## src/rtl/hrpi_pkg.sv

```systemverilog
`default_nettype none
package hrpi_pkg;

  localparam int unsigned HUE_W = 12;
  localparam logic [HUE_W-1:0] HUE_FULL = 12'd3600;
  localparam int unsigned MODE_W = 4;

  localparam int unsigned HNUM_W = 21;
  localparam int unsigned HDEN_W = 9;
  localparam int unsigned HQ_W = 12;
  localparam int unsigned SNUM_W = 24;
  localparam int unsigned SDEN_W = 8;
  localparam int unsigned SQ_W = 16;

  localparam int unsigned DIV_STAGES = 4;
  localparam int unsigned HUE_STEP = HQ_W / DIV_STAGES;
  localparam int unsigned SAT_STEP = SQ_W / DIV_STAGES;

  localparam logic [7:0] GRAY_LEVEL = 8'hc0;
  localparam logic [7:0] FULL_LEVEL = 8'hff;

  typedef enum logic [1:0] {
    CFG_HUE_START = 2'd0,
    CFG_HUE_END   = 2'd1,
    CFG_BG_MODE   = 2'd2
  } cfg_reg_e;

  typedef enum logic [MODE_W-1:0] {
    BG_CLEAR     = 4'd0,
    BG_GRAY      = 4'd1,
    BG_BLACK     = 4'd2,
    BG_WHITE     = 4'd3,
    BG_GRAYSCALE = 4'd4,
    BG_COPY      = 4'd5,
    BG_DESAT     = 4'd6,
    BG_DARKEN    = 4'd7
  } bg_mode_e;

  typedef struct packed {
    logic [7:0] alpha;
    logic [7:0] red;
    logic [7:0] green;
    logic [7:0] blue;
  } pix_t;

  typedef struct packed {
    pix_t        pix;
    logic        gray;
    logic [15:0] l16;
  } prep_t;

  typedef struct packed {
    logic [HNUM_W-1:0] hnum;
    logic [HDEN_W-1:0] hden;
    logic [SNUM_W-1:0] snum;
    logic [SDEN_W-1:0] sden;
  } div_in_t;

  typedef struct packed {
    logic [HUE_W-1:0]  lo;
    logic [HUE_W-1:0]  hi;
    logic [MODE_W-1:0] mode;
  } cfg_t;

endpackage
`default_nettype wire

```

## src/rtl/hrpi_prep.sv

```systemverilog
`default_nettype none
module hrpi_prep
  import hrpi_pkg::*;
(
  input  logic    clk_i,
  input  logic    rst_ni,
  input  logic    valid_i,
  output logic    ready_o,
  input  pix_t    pix_i,
  output logic    valid_o,
  input  logic    ready_i,
  output div_in_t div_o,
  output prep_t   side_o
);

  logic [7:0]         mx;
  logic [7:0]         mn;
  logic [7:0]         d;
  logic [8:0]         sum;
  logic               r_max;
  logic               g_max;
  logic [11:0]        base;
  logic signed [9:0]  diff;
  logic [19:0]        base_d;
  logic signed [20:0] diff600;
  logic signed [20:0] n;
  logic [7:0]         den;
  div_in_t            div_d;
  prep_t              side_d;
  div_in_t            div_q;
  prep_t              side_q;
  logic               v_q;
  logic               en;

  always_comb begin
    mx = pix_i.red;
    if (pix_i.green > mx) mx = pix_i.green;
    if (pix_i.blue > mx) mx = pix_i.blue;
    mn = pix_i.red;
    if (pix_i.green < mn) mn = pix_i.green;
    if (pix_i.blue < mn) mn = pix_i.blue;
    d = mx - mn;
    sum = 9'(mx) + 9'(mn);
    r_max = (mx == pix_i.red);
    g_max = !r_max && (mx == pix_i.green);
    if (r_max) begin
      base = (pix_i.green >= pix_i.blue) ? 12'd0 : HUE_FULL;
      diff = $signed({2'b00, pix_i.green}) - $signed({2'b00, pix_i.blue});
    end else if (g_max) begin
      base = 12'd1200;
      diff = $signed({2'b00, pix_i.blue}) - $signed({2'b00, pix_i.red});
    end else begin
      base = 12'd2400;
      diff = $signed({2'b00, pix_i.red}) - $signed({2'b00, pix_i.green});
    end
    base_d = 20'(base) * 20'(d);
    diff600 = $signed({{11{diff[9]}}, diff}) * 21'sd600;
    n = $signed({1'b0, base_d}) + diff600;
    den = (sum <= 9'd255) ? sum[7:0] : 8'(9'd510 - sum);

    div_d.hnum = {n[19:0], 1'b0} + HNUM_W'(d);
    div_d.hden = {d, 1'b0};
    div_d.snum = {d, 16'h0000} - SNUM_W'(d) + SNUM_W'(den[7:1]);
    div_d.sden = den;

    side_d.pix = pix_i;
    side_d.gray = (d == 8'd0);
    side_d.l16 = {sum, 7'b0} + 16'((10'(sum) + 10'd1) >> 1);
  end

  assign en = !v_q || ready_i;
  assign ready_o = en;
  assign valid_o = v_q;
  assign div_o = div_q;
  assign side_o = side_q;

  always_ff @(posedge clk_i or negedge rst_ni) begin
    if (!rst_ni) begin
      v_q <= 1'b0;
    end else if (en) begin
      v_q <= valid_i;
    end
  end

  always_ff @(posedge clk_i) begin
    if (en) begin
      div_q <= div_d;
      side_q <= side_d;
    end
  end

endmodule
`default_nettype wire

```

## config.mk

```make
export PLATFORM = sky130hd
export DESIGN_NAME = hrpi_prep
export DESIGN_NICKNAME = d
export VERILOG_FILES = /design/src/rtl/hrpi_pkg.sv /design/src/rtl/hrpi_prep.sv
export SDC_FILE = /design/constraint.sdc
export NUM_CORES = 1
export LEC_CHECK = 0
export ABC_AREA = 1
export BUFFER_PORTS_ARGS = -buffer_cell sky130_fd_sc_hd__buf_2
export CORE_UTILIZATION = 40
export CTS_BUF_LIST = sky130_fd_sc_hd__clkbuf_4
export DETAILED_ROUTE_END_ITERATION = 8
export GPL_ROUTABILITY_DRIVEN = 0
export GPL_TIMING_DRIVEN = 1
export PLACE_DENSITY_LB_ADDON = 0.12
export SETUP_SLACK_MARGIN = 0.02
export SYNTH_ARGS = -nofsm -noshare
export SYNTH_HDL_FRONTEND = slang
export SYNTH_SLANG_ARGS = --single-unit
```

## constraint.sdc

```tcl
create_clock -name clk_i -period 10.53 [get_ports clk_i]
set_clock_uncertainty 0.05 [all_clocks]
set_input_delay 2.106 -clock clk_i [delete_from_list [all_inputs] [get_ports clk_i]]
set_output_delay 2.106 -clock clk_i [all_outputs]
set_load 0.005 [all_outputs]
```

==> run_results.csv <==
group,metric,value,unit
run_status,outcome,"complete, but fails checks",
run_status,failed_checks,"negative setup slack",
worst_hold_path,worstHoldPathType,"flop to flop",
clocking,cts_hold_buf,0,
placed_design,portBuffers,147,
floorplan,initial_core_util,0.411,
critical_path,worstPathRequired,10.79,ns
clocking,insertion_delay,0.51,ns
cells_and_area,final_cells,2063,
clocking,clock-sinks,105,
critical_path,crit_path_end,"div_o[61]",
sta,setup_viol,8,
clocking,h-tree-depth,3,
yosys,ys_seq_elements,105,
cells_and_area,area_growth,42.5,%
clocking,clk_pin_slew_worst_paths,0.21,ns
detailed_routing,first_iter_violations,626,
floorplan,fp-row-count,60,
critical_path,cp_num_buf_inv,12,
flow_run,cap_violations,0,
detailed_routing,via_per_inst,4.73,
critical_path,reg2reg_depth,2,
yosys,netlist_instances,1270,
sta,hold_viol,0,
sta,worst_pin_slew,1.00,ns
critical_path,critical_path.startpoint,"pix_i[10]",
global_routing,grt_pass1_vias,9813,
yosys,yosysWarnings,0,
global_routing,grt_max_degree,74,
detailed_routing,wire_per_inst,15.0,um
critical_path,cp_top_family,"adder cells",
placed_design,hpwl,24900,um
critical_path,cp-start-kind,"primary input",
critical_path,cp.arrival,11.24,ns
critical_path,cp_slowest_cell,"fa_2",
clocking,cts_tree,"done",
worst_hold_path,min_path_cells,2,
cells_and_area,nets,1936,
sta,drv_slew,0,
detailed_routing,antenna_left,0,
sta,setup_slack,-0.449,ns
floorplan,die_y,169,um
sta,maxSlewHeadroom,0.330,
critical_path,critPathCaptureType,"flop",
critical_path,timing.rr.start,"valid_o",
global_routing,antenna_found_initial,1,
yosys,synth.distinct_cells,52,
floorplan,die_area,28600,um^2
floorplan,io_pins,149,
critical_path,r2r_setup_slack,8.39,ns
global_routing,overflow,0,
sta,period_needed,10.98,ns
yosys,ys.flop_type,"edfxtp_1",
sta,rsz0062_at_grt,"true",
cells_and_area,drive_gt1_frac,0.399,
clocking,cts_made_buffers,9,
yosys,synth-async-reset-ratio,0.00952,
critical_path,cp_max_fo,6,
global_routing,grt_pass1_wl,49400,um
critical_path,crit_type,"primary input to flop",
global_routing,grt_use_total,0.221,
placed_design,dp_cells,2004,
critical_path,cp_slowest_stage_delay,0.55,ns
critical_path,r2r_end,"div_o[55]",
yosys,synth_edf_count,104,
clocking,clockBufferDepth,2,
yosys,ys_seq_area_frac,0.282,
yosys,avgSynthCellArea,8.80,um^2
critical_path,cp_num_cells,61,
detailed_routing,routed_wl,30900,um
sta,fmax,91.1,MHz
clocking,cts_root_buf,"clkbuf_4",
detailed_routing,dr.pass1.iters,6,
yosys,syn_area,11200,um^2
detailed_routing,vias,9755,
floorplan,design.core.area,27200,um^2
floorplan,fp.dieW,169,um
yosys,syn_nets,1521,
detailed_routing,drc,0,
sta,period_share,1.04,
[area by class of cell]
| type | instances | area (um^2) |
|---|---|---|
| diodes | 1 | 2.50 |
| clock buffers | 9 | 67.6 |
| clock inverters | 7 | 91.3 |
| fillers | 2431 | 11200 |
| inverters | 277 | 1080 |
| multi-input cells | 869 | 8070 |
| flip-flops and latches | 105 | 3150 |
| well taps | 372 | 465 |
| repair buffers | 423 | 3000 |
[placed cells by master, fill, tap and decap left out, types with 28 or more instances in the layout]
master / instances
a21oi_1: 45
buf_2: 145
buf_4: 256
edfxtp_1: 104
fa_1: 70
ha_1: 113
ha_4: 28
inv_1: 246
nand2_1: 175
nand2_2: 37
nand2_4: 29
nand3_1: 37
nor2_1: 62
xor2_1: 50
[timing repair]
| action | 4_1_cts | 5_1_grt |
|---|---|---|
| setup endpoints to repair | 8 | 10 |
| pin swaps | 51 | 80 |
| resized for setup | 110 | 60 |
| gates cloned | 4 | 0 |
| setup buffers | 32 | 12 |
[worst register-to-register path: stages (launching register included)]
cell and delay [ns]:
dfrtp_1 0.45, nand2_4 0.35, buf_4 0.84
[worst min path at each step]
stage,startpoint,end,slack (ns)
floorplan,rst_ni,valid_o,1.76
global placement,valid_o,valid_o,0.75
detailed placement,valid_o,valid_o,0.79
CTS,valid_o,valid_o,0.84
global route,valid_o,valid_o,0.88
finish,valid_o,valid_o,0.81
[cell families after synthesis]
kind of cell | Yosys count | share of synthesized area
AND/OR/NAND/NOR | 431 | 0.183
buffers and inverters | 296 | 0.106
adder cells (fa/ha/maj) | 215 | 0.290
AO/OA/AOI/OAI | 137 | 0.0713
flip-flops | 105 | 0.282
XOR/XNOR | 85 | 0.0679
other | 1 | 0.000335
[sequential cells by signal (all words and copies together) (netlist names)]
signal,count
side_o,49
valid_o,1
div_o,55
[Yosys cell counts (3+ instances only)]
cell type,instances,share of area
xor2_1,59,0.046
buf_6,3,0.0030
nand4_2,6,0.0067
o21ai_0,26,0.012
nor2_4,3,0.0030
o21bai_1,10,0.0067
nand2_2,23,0.013
nor2_2,6,0.0034
ha_1,142,0.16
and2_1,5,0.0028
edfxtp_1,104,0.28
nor2_1,72,0.024
nor3_1,12,0.0054
nand3_2,10,0.0090
buf_2,3,0.0013
xnor2_1,24,0.019
a21o_1,4,0.0027
inv_1,266,0.089
nand2_1,221,0.074
o22ai_1,3,0.0017
fa_1,73,0.13
inv_2,8,0.0027
o221ai_1,3,0.0024
a21oi_1,59,0.026
nand3_1,50,0.022
o21ai_1,17,0.0076
buf_4,11,0.0074
nor2_8,3,0.0054
nand4_1,9,0.0050
[per-layer routing]
metal / track usage / vias up / share of wire
li1: - / 4880 / -
met1: 0.296 / 4563 / 0.45
met2: 0.385 / 275 / 0.49
met3: 0.0201 / 37 / 0.048
met4: 0.0537 / 0 / 0.019
met5: 0 / - / 0
[through the flow]
stage	utilization	worst slack (ns)	hold slack, ns	TNS [ns]	instance area [um^2]
floorplan	-	-0.264	1.76	-0.450	11600
global placement	0.534	-0.981	0.755	-5.74	14500
detailed placement	0.534	-1.08	0.794	-7.03	14500
CTS	0.574	-0.389	0.838	-2.03	15600
global route	0.586	-0.989	0.882	-6.07	15900
finish	0.586	-0.449	0.811	-2.54	15900
Power is not shown: default switching activity piles up to over one toggle a cycle in this logic, so the estimate is an artifact.
