## src/rtl/hrpi_pkg.sv

```systemverilog
`default_nettype none
package hrpi_pkg;

  localparam int unsigned HUE_W = 12;
  localparam logic [HUE_W-1:0] HUE_FULL = 12'd3600;
  localparam int unsigned MODE_W = 4;

  localparam int unsigned HNUM_W = 21;
  localparam int unsigned HDEN_W = 9;
  localparam int unsigned HQ_W = 12;
  localparam int unsigned SNUM_W = 24;
  localparam int unsigned SDEN_W = 8;
  localparam int unsigned SQ_W = 16;

  localparam int unsigned DIV_STAGES = 4;
  localparam int unsigned HUE_STEP = HQ_W / DIV_STAGES;
  localparam int unsigned SAT_STEP = SQ_W / DIV_STAGES;

  localparam logic [7:0] GRAY_LEVEL = 8'hc0;
  localparam logic [7:0] FULL_LEVEL = 8'hff;

  typedef enum logic [1:0] {
    CFG_HUE_START = 2'd0,
    CFG_HUE_END   = 2'd1,
    CFG_BG_MODE   = 2'd2
  } cfg_reg_e;

  typedef enum logic [MODE_W-1:0] {
    BG_CLEAR     = 4'd0,
    BG_GRAY      = 4'd1,
    BG_BLACK     = 4'd2,
    BG_WHITE     = 4'd3,
    BG_GRAYSCALE = 4'd4,
    BG_COPY      = 4'd5,
    BG_DESAT     = 4'd6,
    BG_DARKEN    = 4'd7
  } bg_mode_e;

  typedef struct packed {
    logic [7:0] alpha;
    logic [7:0] red;
    logic [7:0] green;
    logic [7:0] blue;
  } pix_t;

  typedef struct packed {
    pix_t        pix;
    logic        gray;
    logic [15:0] l16;
  } prep_t;

  typedef struct packed {
    logic [HNUM_W-1:0] hnum;
    logic [HDEN_W-1:0] hden;
    logic [SNUM_W-1:0] snum;
    logic [SDEN_W-1:0] sden;
  } div_in_t;

  typedef struct packed {
    logic [HUE_W-1:0]  lo;
    logic [HUE_W-1:0]  hi;
    logic [MODE_W-1:0] mode;
  } cfg_t;

endpackage
`default_nettype wire

```

## src/rtl/hrpi_div.sv

```systemverilog
`default_nettype none
module hrpi_div
  import hrpi_pkg::*;
(
  input  logic            clk_i,
  input  logic            rst_ni,
  input  logic            valid_i,
  output logic            ready_o,
  input  div_in_t         div_i,
  input  prep_t           side_i,
  output logic            valid_o,
  input  logic            ready_i,
  output logic [HQ_W-1:0] hue_o,
  output logic [SQ_W-1:0] sat_o,
  output prep_t           side_o
);

  localparam int unsigned LAST = DIV_STAGES - 1;

  logic              v_q [DIV_STAGES];
  logic              en [DIV_STAGES+1];
  logic [HQ_W-1:0]   hq_q [DIV_STAGES];
  logic [SQ_W-1:0]   sq_q [DIV_STAGES];
  prep_t             side_q [DIV_STAGES];
  logic [HNUM_W-1:0] hrem_q [LAST];
  logic [HDEN_W-1:0] hden_q [LAST];
  logic [SNUM_W-1:0] srem_q [LAST];
  logic [SDEN_W-1:0] sden_q [LAST];

  always_comb begin
    en[DIV_STAGES] = ready_i;
    for (int i = DIV_STAGES - 1; i >= 0; i--) begin
      en[i] = !v_q[i] || en[i+1];
    end
  end

  for (genvar st = 0; st < DIV_STAGES; st++) begin : g_stage
    logic [HNUM_W-1:0] h_rem_in;
    logic [HNUM_W-1:0] h_rem;
    logic [HDEN_W-1:0] h_den_in;
    logic [HQ_W-1:0]   h_q_in;
    logic [HQ_W-1:0]   h_q;
    logic [SNUM_W-1:0] s_rem_in;
    logic [SNUM_W-1:0] s_rem;
    logic [SDEN_W-1:0] s_den_in;
    logic [SQ_W-1:0]   s_q_in;
    logic [SQ_W-1:0]   s_q;
    prep_t             side_in;
    logic              v_in;

    if (st == 0) begin : g_first
      assign h_rem_in = div_i.hnum;
      assign h_den_in = div_i.hden;
      assign h_q_in = '0;
      assign s_rem_in = div_i.snum;
      assign s_den_in = div_i.sden;
      assign s_q_in = '0;
      assign side_in = side_i;
      assign v_in = valid_i;
    end else begin : g_next
      assign h_rem_in = hrem_q[st-1];
      assign h_den_in = hden_q[st-1];
      assign h_q_in = hq_q[st-1];
      assign s_rem_in = srem_q[st-1];
      assign s_den_in = sden_q[st-1];
      assign s_q_in = sq_q[st-1];
      assign side_in = side_q[st-1];
      assign v_in = v_q[st-1];
    end

    always_comb begin
      h_rem = h_rem_in;
      h_q = h_q_in;
      for (int j = 0; j < HUE_STEP; j++) begin
        if (h_rem >= (HNUM_W'(h_den_in) << (HQ_W - 1 - st * HUE_STEP - j))) begin
          h_rem = h_rem - (HNUM_W'(h_den_in) << (HQ_W - 1 - st * HUE_STEP - j));
          h_q[HQ_W-1-st*HUE_STEP-j] = 1'b1;
        end
      end
      s_rem = s_rem_in;
      s_q = s_q_in;
      for (int j = 0; j < SAT_STEP; j++) begin
        if (s_rem >= (SNUM_W'(s_den_in) << (SQ_W - 1 - st * SAT_STEP - j))) begin
          s_rem = s_rem - (SNUM_W'(s_den_in) << (SQ_W - 1 - st * SAT_STEP - j));
          s_q[SQ_W-1-st*SAT_STEP-j] = 1'b1;
        end
      end
    end

    always_ff @(posedge clk_i or negedge rst_ni) begin
      if (!rst_ni) begin
        v_q[st] <= 1'b0;
      end else if (en[st]) begin
        v_q[st] <= v_in;
      end
    end

    always_ff @(posedge clk_i) begin
      if (en[st]) begin
        hq_q[st] <= h_q;
        sq_q[st] <= s_q;
        side_q[st] <= side_in;
      end
    end

    if (st < LAST) begin : g_carry
      always_ff @(posedge clk_i) begin
        if (en[st]) begin
          hrem_q[st] <= h_rem;
          hden_q[st] <= h_den_in;
          srem_q[st] <= s_rem;
          sden_q[st] <= s_den_in;
        end
      end
    end
  end

  assign ready_o = en[0];
  assign valid_o = v_q[LAST];
  assign hue_o = hq_q[LAST];
  assign sat_o = sq_q[LAST];
  assign side_o = side_q[LAST];

endmodule
`default_nettype wire

```

## config.mk

```make
export PLATFORM = sky130hd
export DESIGN_NAME = hrpi_div
export DESIGN_NICKNAME = d
export VERILOG_FILES = /design/src/rtl/hrpi_pkg.sv /design/src/rtl/hrpi_div.sv
export SDC_FILE = /design/constraint.sdc
export NUM_CORES = 1
export LEC_CHECK = 0
export BUFFER_PORTS_ARGS = -buffer_cell sky130_fd_sc_hd__buf_4
export CORE_ASPECT_RATIO = 1.25
export CORE_UTILIZATION = 58
export CTS_CLUSTER_SIZE = 20
export DETAILED_ROUTE_END_ITERATION = 8
export MAX_ROUTING_LAYER = met4
export PLACE_DENSITY_LB_ADDON = 0.3
export SLEW_MARGIN = 20
export SYNTH_ARGS = -nofsm -noshare
export SYNTH_HDL_FRONTEND = slang
export SYNTH_SLANG_ARGS = --single-unit
```

## constraint.sdc

```tcl
create_clock -name clk_i -period 14.67 [get_ports clk_i]
set_clock_uncertainty 0.05 [all_clocks]
set_input_delay 0.7335 -clock clk_i [delete_from_list [all_inputs] [get_ports clk_i]]
set_output_delay 0.7335 -clock clk_i [all_outputs]
set_load 0.02 [all_outputs]
```

==> results by group <==
Outcome
  – Status: completed

Worst setup path
  – Reg-to-Reg Start: sden_q[0][9]
  – CP required: between 10 and 15 ns
  – Worst-path maximum fanout: 21
  – Worst setup EP type: flop
  – Slowest cell on crit path: nor4_2
  – CP max stage delay: 0.94 ns
  – Startpoint types: flop
  – Crit path buffers/inverters: 5
  – Kind of critical path: reg2reg
  – Top Family by Delay on Critical Path: simple AND/OR/NAND/NOR gates
  – Critical Path Source: sden_q[0][9]
  – Most used cell, CP: o21ai_0
  – R2r setup slk: 1.70 ns
  – Worst R2R End: srem_q[0][62]
  – Cells on worst reg2reg path: 49
  – Critical Path AT: around 13 ns

Timing
  – Fin crit period: 12.97 ns
  – Worst hold slack: approximately 0.24 ns
  – RSZ-0062 raised after global routing: false
  – Setup ws final: 1.70 ns
  – Setup-failing EPs final: 0
  – Actual slew at the worst max-slew pin: 1.06 ns
  – Fin. Hold Viols: 0
  – Final period util: 88.4%
  – Slew Limit Fails: 0
  – Setup_tns: 0 ns
  – Fmax: 77.1 MHz
  – Slew margin rel.: 29.0%

Detailed routing
  – DRC violations left: 0
  – Vias/cell: 6.04
  – DR WL/cell: 18.2 um
  – Routed Antenna Nets: 0
  – Iteration-0 DRC Markers: about 1.4k
  – Routed WL: 70900 um
  – Drt pass-1 iters: 5
  – Vias: 23.5k

Layout
  – Area delta synth->final: 12.2%
  – NumNets Final: 3563
  – Final core occ: 65.7%
  – Register Area: 13700 um2
  – Commonest non-fill, non-tap cell in the layout: edfxtp_1
  – Layout cells sized above 1: 12.4%
  – Commonest cells after routing, fill and taps aside: edfxtp_1, a21oi_1, ha_1
  – Multi-input gate area: roughly 16000 um2
  – Number of fill cells: 4061

Global routing
  – Largest net degree at the start of global routing: 84
  – First-pass GRT wire length: 114000 um
  – Initial antenna violation count: 2
  – Number of global-route vias before repair: 23.2k
  – Total Routing Usage GR: 26.9%
  – Remaining Overflow, GRT: 0

Synth
  – Most common flop cell mapped by yosys: edfxtp_1
  – Total number of yosys warnings: 0
  – Seq/Total Area, Yosys: about 44%
  – Dominant cells by area after synthesis: edfxtp_1, ha_1, xnor2_1
  – Top cell type's share of synthesized area: 44.1%
  – Cells after synthesis: roughly 3.0k
  – Number of synthesized flops with an enable pin: 452
  – Biggest area consumer among synthesized cells: edfxtp_1
  – Netlist cell types: just under 100
  – Flop and latch count out of synthesis: 456
  – Async SR Flop Fraction: 0.877%
  – Syn nets: approximately 3.4k
  – Syn_area_per_cell: between 10 and 15 um2
  – Netlist Area Pre-Place: about 31000 um2

Min path
  – Hold_sp: side_i[35]
  – Min-Delay Path Class: in2reg
  – Worst Hold End: side_q[0][35]
  – Hold Crit Depth: 1

Die
  – Die height: approximately 260 um
  – Die Width: 208 um
  – Initial Util: 58.6%
  – Row count: 94
  – IO Pins: around 190
  – CORE AREA: 52500 um2
  – Die area: 53900 um2

Clock network
  – Sink Count: 456
  – Hold buffers post-CTS: 1
  – TritonCTS Buffers: 44
  – Clock Path Buffers: 3
  – Clk root buf: clkbuf_16
  – H-tree levels: 2
  – Post-CTS Setup Bufs: 0
  – CTS tree: yes
  – Worst-path clk slew: 0.08 ns
  – Worst-Skew Late Latency: around 0.6 ns
  – PostCTS Resize Cnt: 0

Placed design
  – Pre-CTS WS: 1.81 ns
  – PortBufs: 193
  – DP HPWL: between 50000 and 60000 um
  – Final Wtd Congestion: 0.918

Run
  – Max_cap viols: 0
state kept, by name, indices dropped and copies added, names as in the netlist:
register / count
hrem_q: 63
sq_q: 40
g_stage.v_in: 3
hden_q: 27
hq_q: 30
side_q: 196
valid_o: 1
sden_q: 24
srem_q: 72
how the worst max path moves through the flow:
stage	slack (ns)	cells after the start	endpoint
after floorplan	3.81	50	srem_q[0][65]
after global placement	2.19	47	srem_q[0][71]
after detailed placement	1.81	48	srem_q[0][71]
after CTS	1.72	48	srem_q[0][71]
after global routing	0.35	49	srem_q[0][62]
final	1.70	49	srem_q[0][62]
per-layer routing:
| metal | share of wire, % | global-route usage [%] |
|---|---|---|
| met4 | 3.0 | 8.87 |
| met1 | 41 | 30.8 |
| met3 | 5.1 | 3.54 |
| met2 | 50 | 48.7 |
| met5 | 0 | - |
cell families (layout without fill, tap and decap cells):
group | count (synthesis) | count (layout) | share of synthesized area, %
other | 0 | 1 | 0
and+or+nand+nor | 912 | 912 | 15.4
AOI/OAI and AO/OA | 772 | 772 | 16.2
adders and majority gates | 263 | 263 | 11.3
muxes | 88 | 88 | 3.10
DFF | 456 | 456 | 44.5
xor gates and xnor gates | 212 | 212 | 6.06
buffers and inverters | 274 | 517 | 3.39
metrics by stage:
| step | area, um2 | cells |
|---|---|---|
| floorplan | 30700 | 2977 |
| global placement | 33000 | 3811 |
| detailed placement | 33000 | 3811 |
| CTS | 34500 | 3892 |
| global route | 34500 | 3893 |
| finish | 34500 | 3893 |
worst register-to-register path: cells and delay by family (launching register included):
family          cells  cell delay, ns
simple gates       19            5.06
compound gates     20            4.49
buf+inv             5            1.28
fa+ha+maj           4            1.19
flops               1            0.51
xor+xnor            1            0.09
synthesized netlist by cell type, types with 9 or more instances:
master	number
nor2b_1	56
a31oi_1	14
a31o_2	9
o21ai_0	157
nor2_1	228
a21boi_0	31
clkbuf_1	37
a21oi_1	239
o21a_1	27
nand3_1	62
nand4b_1	11
or3_1	25
and3_1	13
xnor2_1	147
nand2_1	192
and2_1	30
a221oi_1	9
or4_1	17
o21bai_1	26
o31a_1	10
edfxtp_1	452
a211oi_1	26
and4_1	9
nor4_1	36
or2_2	17
inv_1	220
nand2b_1	53
o211ai_1	11
fa_1	26
nand3b_1	10
ha_1	236
o31ai_1	24
xor2_1	64
mux2_2	57
a21o_1	95
mux2i_1	31
nand4_1	58
nor3_1	58
cell type report:
type                    count  share of cell area, %
multi-input cells        2247                   46.6
repair buffers            210                   4.59
clock buffers              56                   3.44
well taps                 672                   2.44
flip-flops and latches    456                   39.7
clock inverters            24                  0.831
inverters                 227                   2.48
diodes                      1                0.00726
Power is not shown: default switching activity piles up to over one toggle a cycle in this logic, so the estimate is an artifact.
