<file path="config.mk">
export PLATFORM = sky130hd
export DESIGN_NAME = hrpi_hsl
export DESIGN_NICKNAME = d
export VERILOG_FILES = /design/src/rtl/hrpi_pkg.sv /design/src/rtl/hrpi_hsl.sv
export SDC_FILE = /design/constraint.sdc
export NUM_CORES = 2
export LEC_CHECK = 0
export BUFFER_PORTS_ARGS = -buffer_cell sky130_fd_sc_hd__buf_2
export CORE_ASPECT_RATIO = 1.4
export CORE_MARGIN = 2
export CORE_UTILIZATION = 42
export DETAILED_ROUTE_END_ITERATION = 6
export MAX_ROUTING_LAYER = met4
export SLEW_MARGIN = 20
export SYNTH_ARGS = -nofsm -noshare
export SYNTH_HDL_FRONTEND = slang
export SYNTH_SLANG_ARGS = --single-unit
</file>
<file path="constraint.sdc">
create_clock -name clk_i -period 9.2 [get_ports clk_i]
set_input_delay 1.38 -clock clk_i [delete_from_list [all_inputs] [get_ports clk_i]]
set_output_delay 1.38 -clock clk_i [all_outputs]
set_load 0.005 [all_outputs]
</file>
<file path="src/rtl/hrpi_pkg.sv">
`default_nettype none
package hrpi_pkg;

  localparam int unsigned HUE_W = 12;
  localparam logic [HUE_W-1:0] HUE_FULL = 12'd3600;
  localparam int unsigned MODE_W = 4;

  localparam int unsigned HNUM_W = 21;
  localparam int unsigned HDEN_W = 9;
  localparam int unsigned HQ_W = 12;
  localparam int unsigned SNUM_W = 24;
  localparam int unsigned SDEN_W = 8;
  localparam int unsigned SQ_W = 16;

  localparam int unsigned DIV_STAGES = 4;
  localparam int unsigned HUE_STEP = HQ_W / DIV_STAGES;
  localparam int unsigned SAT_STEP = SQ_W / DIV_STAGES;

  localparam logic [7:0] GRAY_LEVEL = 8'hc0;
  localparam logic [7:0] FULL_LEVEL = 8'hff;

  typedef enum logic [1:0] {
    CFG_HUE_START = 2'd0,
    CFG_HUE_END   = 2'd1,
    CFG_BG_MODE   = 2'd2
  } cfg_reg_e;

  typedef enum logic [MODE_W-1:0] {
    BG_CLEAR     = 4'd0,
    BG_GRAY      = 4'd1,
    BG_BLACK     = 4'd2,
    BG_WHITE     = 4'd3,
    BG_GRAYSCALE = 4'd4,
    BG_COPY      = 4'd5,
    BG_DESAT     = 4'd6,
    BG_DARKEN    = 4'd7
  } bg_mode_e;

  typedef struct packed {
    logic [7:0] alpha;
    logic [7:0] red;
    logic [7:0] green;
    logic [7:0] blue;
  } pix_t;

  typedef struct packed {
    pix_t        pix;
    logic        gray;
    logic [15:0] l16;
  } prep_t;

  typedef struct packed {
    logic [HNUM_W-1:0] hnum;
    logic [HDEN_W-1:0] hden;
    logic [SNUM_W-1:0] snum;
    logic [SDEN_W-1:0] sden;
  } div_in_t;

  typedef struct packed {
    logic [HUE_W-1:0]  lo;
    logic [HUE_W-1:0]  hi;
    logic [MODE_W-1:0] mode;
  } cfg_t;

endpackage
`default_nettype wire

</file>
<file path="src/rtl/hrpi_hsl.sv">
`default_nettype none
module hrpi_hsl
  import hrpi_pkg::*;
(
  input  logic            clk_i,
  input  logic            rst_ni,
  input  logic            valid_i,
  output logic            ready_o,
  input  logic [HQ_W-1:0] hue_i,
  input  logic [SQ_W-1:0] sat_i,
  input  prep_t           side_i,
  input  cfg_t            cfg_i,
  output logic            valid_o,
  input  logic            ready_i,
  output pix_t            pix_o,
  output logic            match_o
);

  localparam int unsigned NST = 9;
  localparam logic [22:0] M100 = 23'd5368710;
  localparam logic [23:0] M75 = 24'd14316558;

  typedef struct packed {
    pix_t       pix;
    logic       match;
    logic [7:0] gavg;
  } keep_t;

  function automatic logic [7:0] to_byte(input logic [17:0] v);
    logic [25:0] y;
    logic [26:0] t;
    begin
      y = (26'(v) * 26'd255 + 26'd65535) >> 1;
      t = 27'(y) + 27'(y >> 16) + 27'd1;
      to_byte = (t[26:16] > 11'd255) ? FULL_LEVEL : t[23:16];
    end
  endfunction

  logic  v_q [NST];
  logic  en [NST+1];
  keep_t k_q [NST-1];

  logic [HUE_W-1:0] h1_d;
  logic [15:0]      s1_d;
  logic [9:0]       gsum;
  logic [19:0]      gprod;
  keep_t            k1_d;
  logic [21:0]      dn1_d;
  logic [HUE_W-1:0] h1_q;
  logic [15:0]      s1_q;
  logic [15:0]      l1_q;
  logic [21:0]      dn1_q;

  logic [44:0]      dprod;
  logic [2:0]       sec2_d;
  logic [HUE_W-1:0] secbase;
  logic [9:0]       f2;
  logic [9:0]       ff2_d;
  logic [15:0]      ld2_q;
  logic [15:0]      l2_q;
  logic [15:0]      s2_q;
  logic [2:0]       sec2_q;
  logic [9:0]       ff2_q;

  logic [15:0] lsel;
  logic [15:0] ssel;
  logic [14:0] kk;
  logic [32:0] y3_q;
  logic [15:0] l3_q;
  logic [2:0]  sec3_q;
  logic [9:0]  ff3_q;

  logic [32:0] t4;
  logic [15:0] c4_q;
  logic [15:0] l4_q;
  logic [2:0]  sec4_q;
  logic [9:0]  ff4_q;

  logic [25:0] cf5_q;
  logic [16:0] m5_q;
  logic [15:0] c5_q;
  logic [2:0]  sec5_q;

  logic [25:0] xn;
  logic [46:0] xprod;
  logic [15:0] x6_q;
  logic [16:0] m6_q;
  logic [15:0] c6_q;
  logic [2:0]  sec6_q;

  logic [16:0] c2;
  logic [16:0] x2;
  logic [16:0] ar;
  logic [16:0] ag;
  logic [16:0] ab;
  logic [17:0] vr7_q;
  logic [17:0] vg7_q;
  logic [17:0] vb7_q;

  logic [7:0] r8_q;
  logic [7:0] g8_q;
  logic [7:0] b8_q;

  pix_t pix9_d;
  pix_t pix9_q;
  logic m9_q;

  always_comb begin
    en[NST] = ready_i;
    for (int i = NST - 1; i >= 0; i--) begin
      en[i] = !v_q[i] || en[i+1];
    end
  end

  always_comb begin
    if (side_i.gray) begin
      h1_d = '0;
      s1_d = '0;
    end else begin
      h1_d = (hue_i >= HUE_FULL) ? hue_i - HUE_FULL : hue_i;
      s1_d = sat_i;
    end
    gsum = 10'(side_i.pix.red) + 10'(side_i.pix.green) + 10'(side_i.pix.blue) + 10'd1;
    gprod = 20'(gsum) * 20'd683;
    k1_d.pix = side_i.pix;
    k1_d.match = (h1_d >= cfg_i.lo) && (h1_d <= cfg_i.hi);
    k1_d.gavg = gprod[18:11];
    dn1_d = 22'(side_i.l16) * 22'd35 + 22'd50;
  end

  always_comb begin
    dprod = 45'(dn1_q) * 45'(M100);
    if (h1_q >= 12'd3000) begin
      sec2_d = 3'd5;
      secbase = 12'd3000;
    end else if (h1_q >= 12'd2400) begin
      sec2_d = 3'd4;
      secbase = 12'd2400;
    end else if (h1_q >= 12'd1800) begin
      sec2_d = 3'd3;
      secbase = 12'd1800;
    end else if (h1_q >= 12'd1200) begin
      sec2_d = 3'd2;
      secbase = 12'd1200;
    end else if (h1_q >= 12'd600) begin
      sec2_d = 3'd1;
      secbase = 12'd600;
    end else begin
      sec2_d = 3'd0;
      secbase = 12'd0;
    end
    f2 = 10'(h1_q - secbase);
    ff2_d = sec2_d[0] ? 10'd600 - f2 : f2;
  end

  always_comb begin
    lsel = (cfg_i.mode == BG_DARKEN) ? ld2_q : l2_q;
    ssel = (cfg_i.mode == BG_DESAT) ? 16'd0 : s2_q;
    kk = (lsel <= 16'd32767) ? lsel[14:0] : 15'(16'hffff - lsel);
  end

  assign t4 = y3_q + (y3_q >> 16) + 33'd1;

  always_comb begin
    xn = cf5_q + 26'd300;
    xprod = 47'(xn[25:3]) * 47'(M75);
  end

  always_comb begin
    c2 = {c6_q, 1'b0};
    x2 = {x6_q, 1'b0};
    case (sec6_q)
      3'd0: begin ar = c2; ag = x2; ab = '0; end
      3'd1: begin ar = x2; ag = c2; ab = '0; end
      3'd2: begin ar = '0; ag = c2; ab = x2; end
      3'd3: begin ar = '0; ag = x2; ab = c2; end
      3'd4: begin ar = x2; ag = '0; ab = c2; end
      default: begin ar = c2; ag = '0; ab = x2; end
    endcase
  end

  always_comb begin
    pix9_d = k_q[7].pix;
    if (!k_q[7].match) begin
      case (cfg_i.mode)
        BG_CLEAR: begin
          pix9_d = '0;
        end
        BG_GRAY: begin
          pix9_d.alpha = FULL_LEVEL;
          pix9_d.red = GRAY_LEVEL;
          pix9_d.green = GRAY_LEVEL;
          pix9_d.blue = GRAY_LEVEL;
        end
        BG_BLACK: begin
          pix9_d.alpha = FULL_LEVEL;
          pix9_d.red = '0;
          pix9_d.green = '0;
          pix9_d.blue = '0;
        end
        BG_WHITE: begin
          pix9_d.alpha = FULL_LEVEL;
          pix9_d.red = FULL_LEVEL;
          pix9_d.green = FULL_LEVEL;
          pix9_d.blue = FULL_LEVEL;
        end
        BG_GRAYSCALE: begin
          pix9_d.alpha = FULL_LEVEL;
          pix9_d.red = k_q[7].gavg;
          pix9_d.green = k_q[7].gavg;
          pix9_d.blue = k_q[7].gavg;
        end
        BG_COPY: begin
          pix9_d = k_q[7].pix;
        end
        BG_DESAT, BG_DARKEN: begin
          pix9_d.red = r8_q;
          pix9_d.green = g8_q;
          pix9_d.blue = b8_q;
        end
        default: begin
          pix9_d.alpha = FULL_LEVEL;
          pix9_d.green = '0;
          pix9_d.blue = '0;
        end
      endcase
    end
  end

  always_ff @(posedge clk_i or negedge rst_ni) begin
    if (!rst_ni) begin
      for (int i = 0; i < NST; i++) begin
        v_q[i] <= 1'b0;
      end
    end else begin
      if (en[0]) v_q[0] <= valid_i;
      for (int i = 1; i < NST; i++) begin
        if (en[i]) v_q[i] <= v_q[i-1];
      end
    end
  end

  always_ff @(posedge clk_i) begin
    if (en[0]) begin
      h1_q <= h1_d;
      s1_q <= s1_d;
      l1_q <= side_i.l16;
      dn1_q <= dn1_d;
      k_q[0] <= k1_d;
    end
    if (en[1]) begin
      ld2_q <= dprod[44:29];
      l2_q <= l1_q;
      s2_q <= s1_q;
      sec2_q <= sec2_d;
      ff2_q <= ff2_d;
      k_q[1] <= k_q[0];
    end
    if (en[2]) begin
      y3_q <= 33'({kk, 1'b0}) * 33'(ssel) + 33'd32767;
      l3_q <= lsel;
      sec3_q <= sec2_q;
      ff3_q <= ff2_q;
      k_q[2] <= k_q[1];
    end
    if (en[3]) begin
      c4_q <= t4[31:16];
      l4_q <= l3_q;
      sec4_q <= sec3_q;
      ff4_q <= ff3_q;
      k_q[3] <= k_q[2];
    end
    if (en[4]) begin
      cf5_q <= 26'(c4_q) * 26'(ff4_q);
      m5_q <= {l4_q, 1'b0} - 17'(c4_q);
      c5_q <= c4_q;
      sec5_q <= sec4_q;
      k_q[4] <= k_q[3];
    end
    if (en[5]) begin
      x6_q <= xprod[45:30];
      m6_q <= m5_q;
      c6_q <= c5_q;
      sec6_q <= sec5_q;
      k_q[5] <= k_q[4];
    end
    if (en[6]) begin
      vr7_q <= 18'(m6_q) + 18'(ar);
      vg7_q <= 18'(m6_q) + 18'(ag);
      vb7_q <= 18'(m6_q) + 18'(ab);
      k_q[6] <= k_q[5];
    end
    if (en[7]) begin
      r8_q <= to_byte(vr7_q);
      g8_q <= to_byte(vg7_q);
      b8_q <= to_byte(vb7_q);
      k_q[7] <= k_q[6];
    end
    if (en[8]) begin
      pix9_q <= pix9_d;
      m9_q <= k_q[7].match;
    end
  end

  assign ready_o = en[0];
  assign valid_o = v_q[NST-1];
  assign pix_o = pix9_q;
  assign match_o = m9_q;

endmodule
`default_nettype wire

</file>
==> flow_metrics.env <==
export IMPL_cts_hold_buf=0
export IMPL_arrival_ns=9.40
export IMPL_fin_cells=9443
export IMPL_area_delta_synth_final_pct=11.4
export IMPL_first_iter_violations=2337
export IMPL_ys_top_cells_by_area="edfxtp_1, fa_1, ha_1"
export IMPL_crit_fanout=5
export IMPL_path_common_cell="fa_1"
export IMPL_cp_end_kind="flop"
export IMPL_final_layout_size_suffix_gt1_share_pct=8.75
export IMPL_antenna_found_initial=3
export IMPL_clockRootBuffer="clkbuf_16"
export IMPL_synth_edff_count=779
export IMPL_path_class="in2reg"
export IMPL_dieArea_um2=183000
export IMPL_die_w_um=362
export IMPL_pre_cts_ws_ns=-0.741
export IMPL_syn_area_per_cell_um2=11.3
export IMPL_track_usage_pct=19.9
export IMPL_fin_crit_ns=8.96
export IMPL_grt_pass1_wl_um=277000
export IMPL_n_fill_cell=16386
export IMPL_routed_via_density=5.04
export IMPL_drtAntennaViolNets=0
export IMPL_cts_buffers=80
export IMPL_ys_seq_area_share_pct=31.3
export IMPL_grt_overflow=0
export IMPL_synth_area_um2=75500
export IMPL_report_final_slew_viol_count=0
export IMPL_grt_pass1_vias=51852
export IMPL_rsz0062_at_grt="yes"
export IMPL_ys_flop_type="edfxtp_1"
export IMPL_hold_path_class="reg2reg"
export IMPL_cpPeakStageDelay_ns=0.59
export IMPL_place_congestion=0.928
export IMPL_placed_area_um2=80800
export IMPL_post_drt_wl_per_cell_um=18.2
export IMPL_violations="DRC"
export IMPL_worstPathRequired_ns=9.63
export IMPL_cts_sinks=788
export IMPL_hpwl_um=145000
export IMPL_setup_viol=0
export IMPL_drv_cap=0
export IMPL_dr_pass1_iters=7
export IMPL_startpoint_type="primary input"
export IMPL_synth_largest_area_cell="edfxtp_1"
export IMPL_worst_pin_slew_ns=1.07
export IMPL_final_common_cell="inv_1"
export IMPL_drc_errors=3
export IMPL_start_util_pct=42.1
export IMPL_max_slew_margin_rel_pct=28.8
export IMPL_clock_latency_ns=0.72
export IMPL_yosys_warnings=0
export IMPL_status="finished with violations"
export IMPL_fin_area_um2=84100
export IMPL_syn_inst=6689
export IMPL_post_route_period_util_pct=97.4
export IMPL_die_h_um=506
export IMPL_grt_max_degree=82
export IMPL_h_tree_depth=3
export IMPL_ff2ff_setup_slack_ns=0.82
export IMPL_yosysUniqueCellTypes=88
export IMPL_synth_top_cell_area_share_pct=31.0
export IMPL_hold_viol_final=0
export IMPL_slowest_stage="or4_4"
export IMPL_vias=47553
export IMPL_skew_ns=0.0649
export IMPL_synth_nets=8757
export IMPL_nNetsFinal=9120
export IMPL_final_cell_mix="inv_1, ha_1, fa_1"
export IMPL_cts_tree="built"
export IMPL_cts_clk_slew_worst_paths_ns=0.06
export IMPL_layout_setup_ws_ns=0.237
export IMPL_synthArstFlopShare_pct=1.14
export IMPL_cts_max_path_buffers=3
export IMPL_fp_coreArea_um2=179000
export IMPL_ios=144
export IMPL_rows=184
export IMPL_synth_seq_cells=788
export IMPL_wl_um=172000
export IMPL_timing_fmax_mhz=112
export IMPL_portBuffers=143
export IMPL_place_inst=9272
## metal layers
layer / vias to the layer above / track usage, % / share of wire [%]
met5: - / - / 0
met1: 23666 / 22.8 / 40
met3: 282 / 1.75 / 2.9
met4: 0 / 6.45 / 3.4
met2: 855 / 36.6 / 54
li1: 22750 / - / -
## synthesized netlist by cell type, types with 47 or more instances
cell / number
a21o_1: 99
a21oi_1: 250
and2_1: 109
clkbuf_1: 85
edfxtp_1: 779
fa_1: 947
ha_1: 1012
inv_1: 1336
nand2_1: 446
nand2b_1: 52
nand3_1: 68
nor2_1: 346
nor2b_1: 73
nor3_1: 61
o21a_1: 47
o21ai_0: 153
xnor2_1: 245
xor2_1: 106
## worst max-delay path, delay by kind of cell
family                     cells  cell delay [ns]
AOI/OAI and AO/OA              4             0.76
and+or+nand+nor               12             2.01
adders and majority gates      8             3.31
buffers and inverters         11             0.84
xor gates and xnor gates       3             0.49
muxes                          2             0.56
## final timing paths
check                           startpoint        to  cells after the start
worst max register to register    cf5_q[2]   x6_q[9]                     30
worst max-delay path              cfg_i[3]  y3_q[26]                     40
worst min register to register    m5_q[11]  m6_q[11]                      0
min in group asynchronous           rst_ni    v_q[5]                      1
max in group asynchronous           rst_ni    v_q[8]                      1
worst min-delay path              m5_q[11]  m6_q[11]                      0
## metrics by stage
stage | setup TNS, ns | hold slack (ns) | util [%]
final | 0 | 0.374 | 46.9
after detailed placement | -8.27 | 0.405 | 45.1
after global placement | -6.75 | 0.400 | 45.1
after floorplan | -2.41 | 0.400 | -
after CTS | 0 | 0.372 | 46.7
after global routing | -0.390 | 0.381 | 46.9
## state kept, by name (all words and copies together), names as in the netlist, 15 cells and up
register and count:
c5_q 15, k_q 328, ld2_q 16, s1_q 16, c6_q 15, cf5_q 24
y3_q 32, m6_q 17, x6_q 16, vr7_q 18, pix_o 32, l3_q 16
l2_q 16, s2_q 16, l4_q 16, dn1_q 21, m5_q 17, c4_q 16
l1_q 16, vb7_q 17, vg7_q 17
## logic make-up (layout without fill, tap and decap cells)
group / Yosys count / count (layout) / share of synthesized area [%]
buf+inv: 1431 / 1858 / 7.12
compound gates: 805 / 805 / 6.87
xor+xnor: 351 / 351 / 4.07
flops: 788 / 788 / 31.3
simple gates: 1314 / 1315 / 8.19
fa+ha+maj: 1959 / 1959 / 41.9
mux: 41 / 41 / 0.559
other cells: 0 / 1 / 0
## cell type report
cell class	count	area, um^2	share of cell area (%)
Antenna cell	1	2.50	0.00298
Clock buffer	101	2110	2.51
Clock inverter	46	604	0.719
Inverter	1337	5020	5.97
Multi-Input combinational cell	4471	47200	56.1
Sequential cell	788	23600	28.1
Tap cell	2325	2910	3.46
Timing Repair Buffer	374	2610	3.11
## timing repair
item                       4_1_cts  5_1_grt
gates cloned                     0        1
resized for setup                0       54
setup endpoints to repair        1       22
setup buffers                    1       21
pin swaps                        1       42
Power is not shown: default switching activity piles up to over one toggle a cycle in this logic, so the estimate is an artifact.
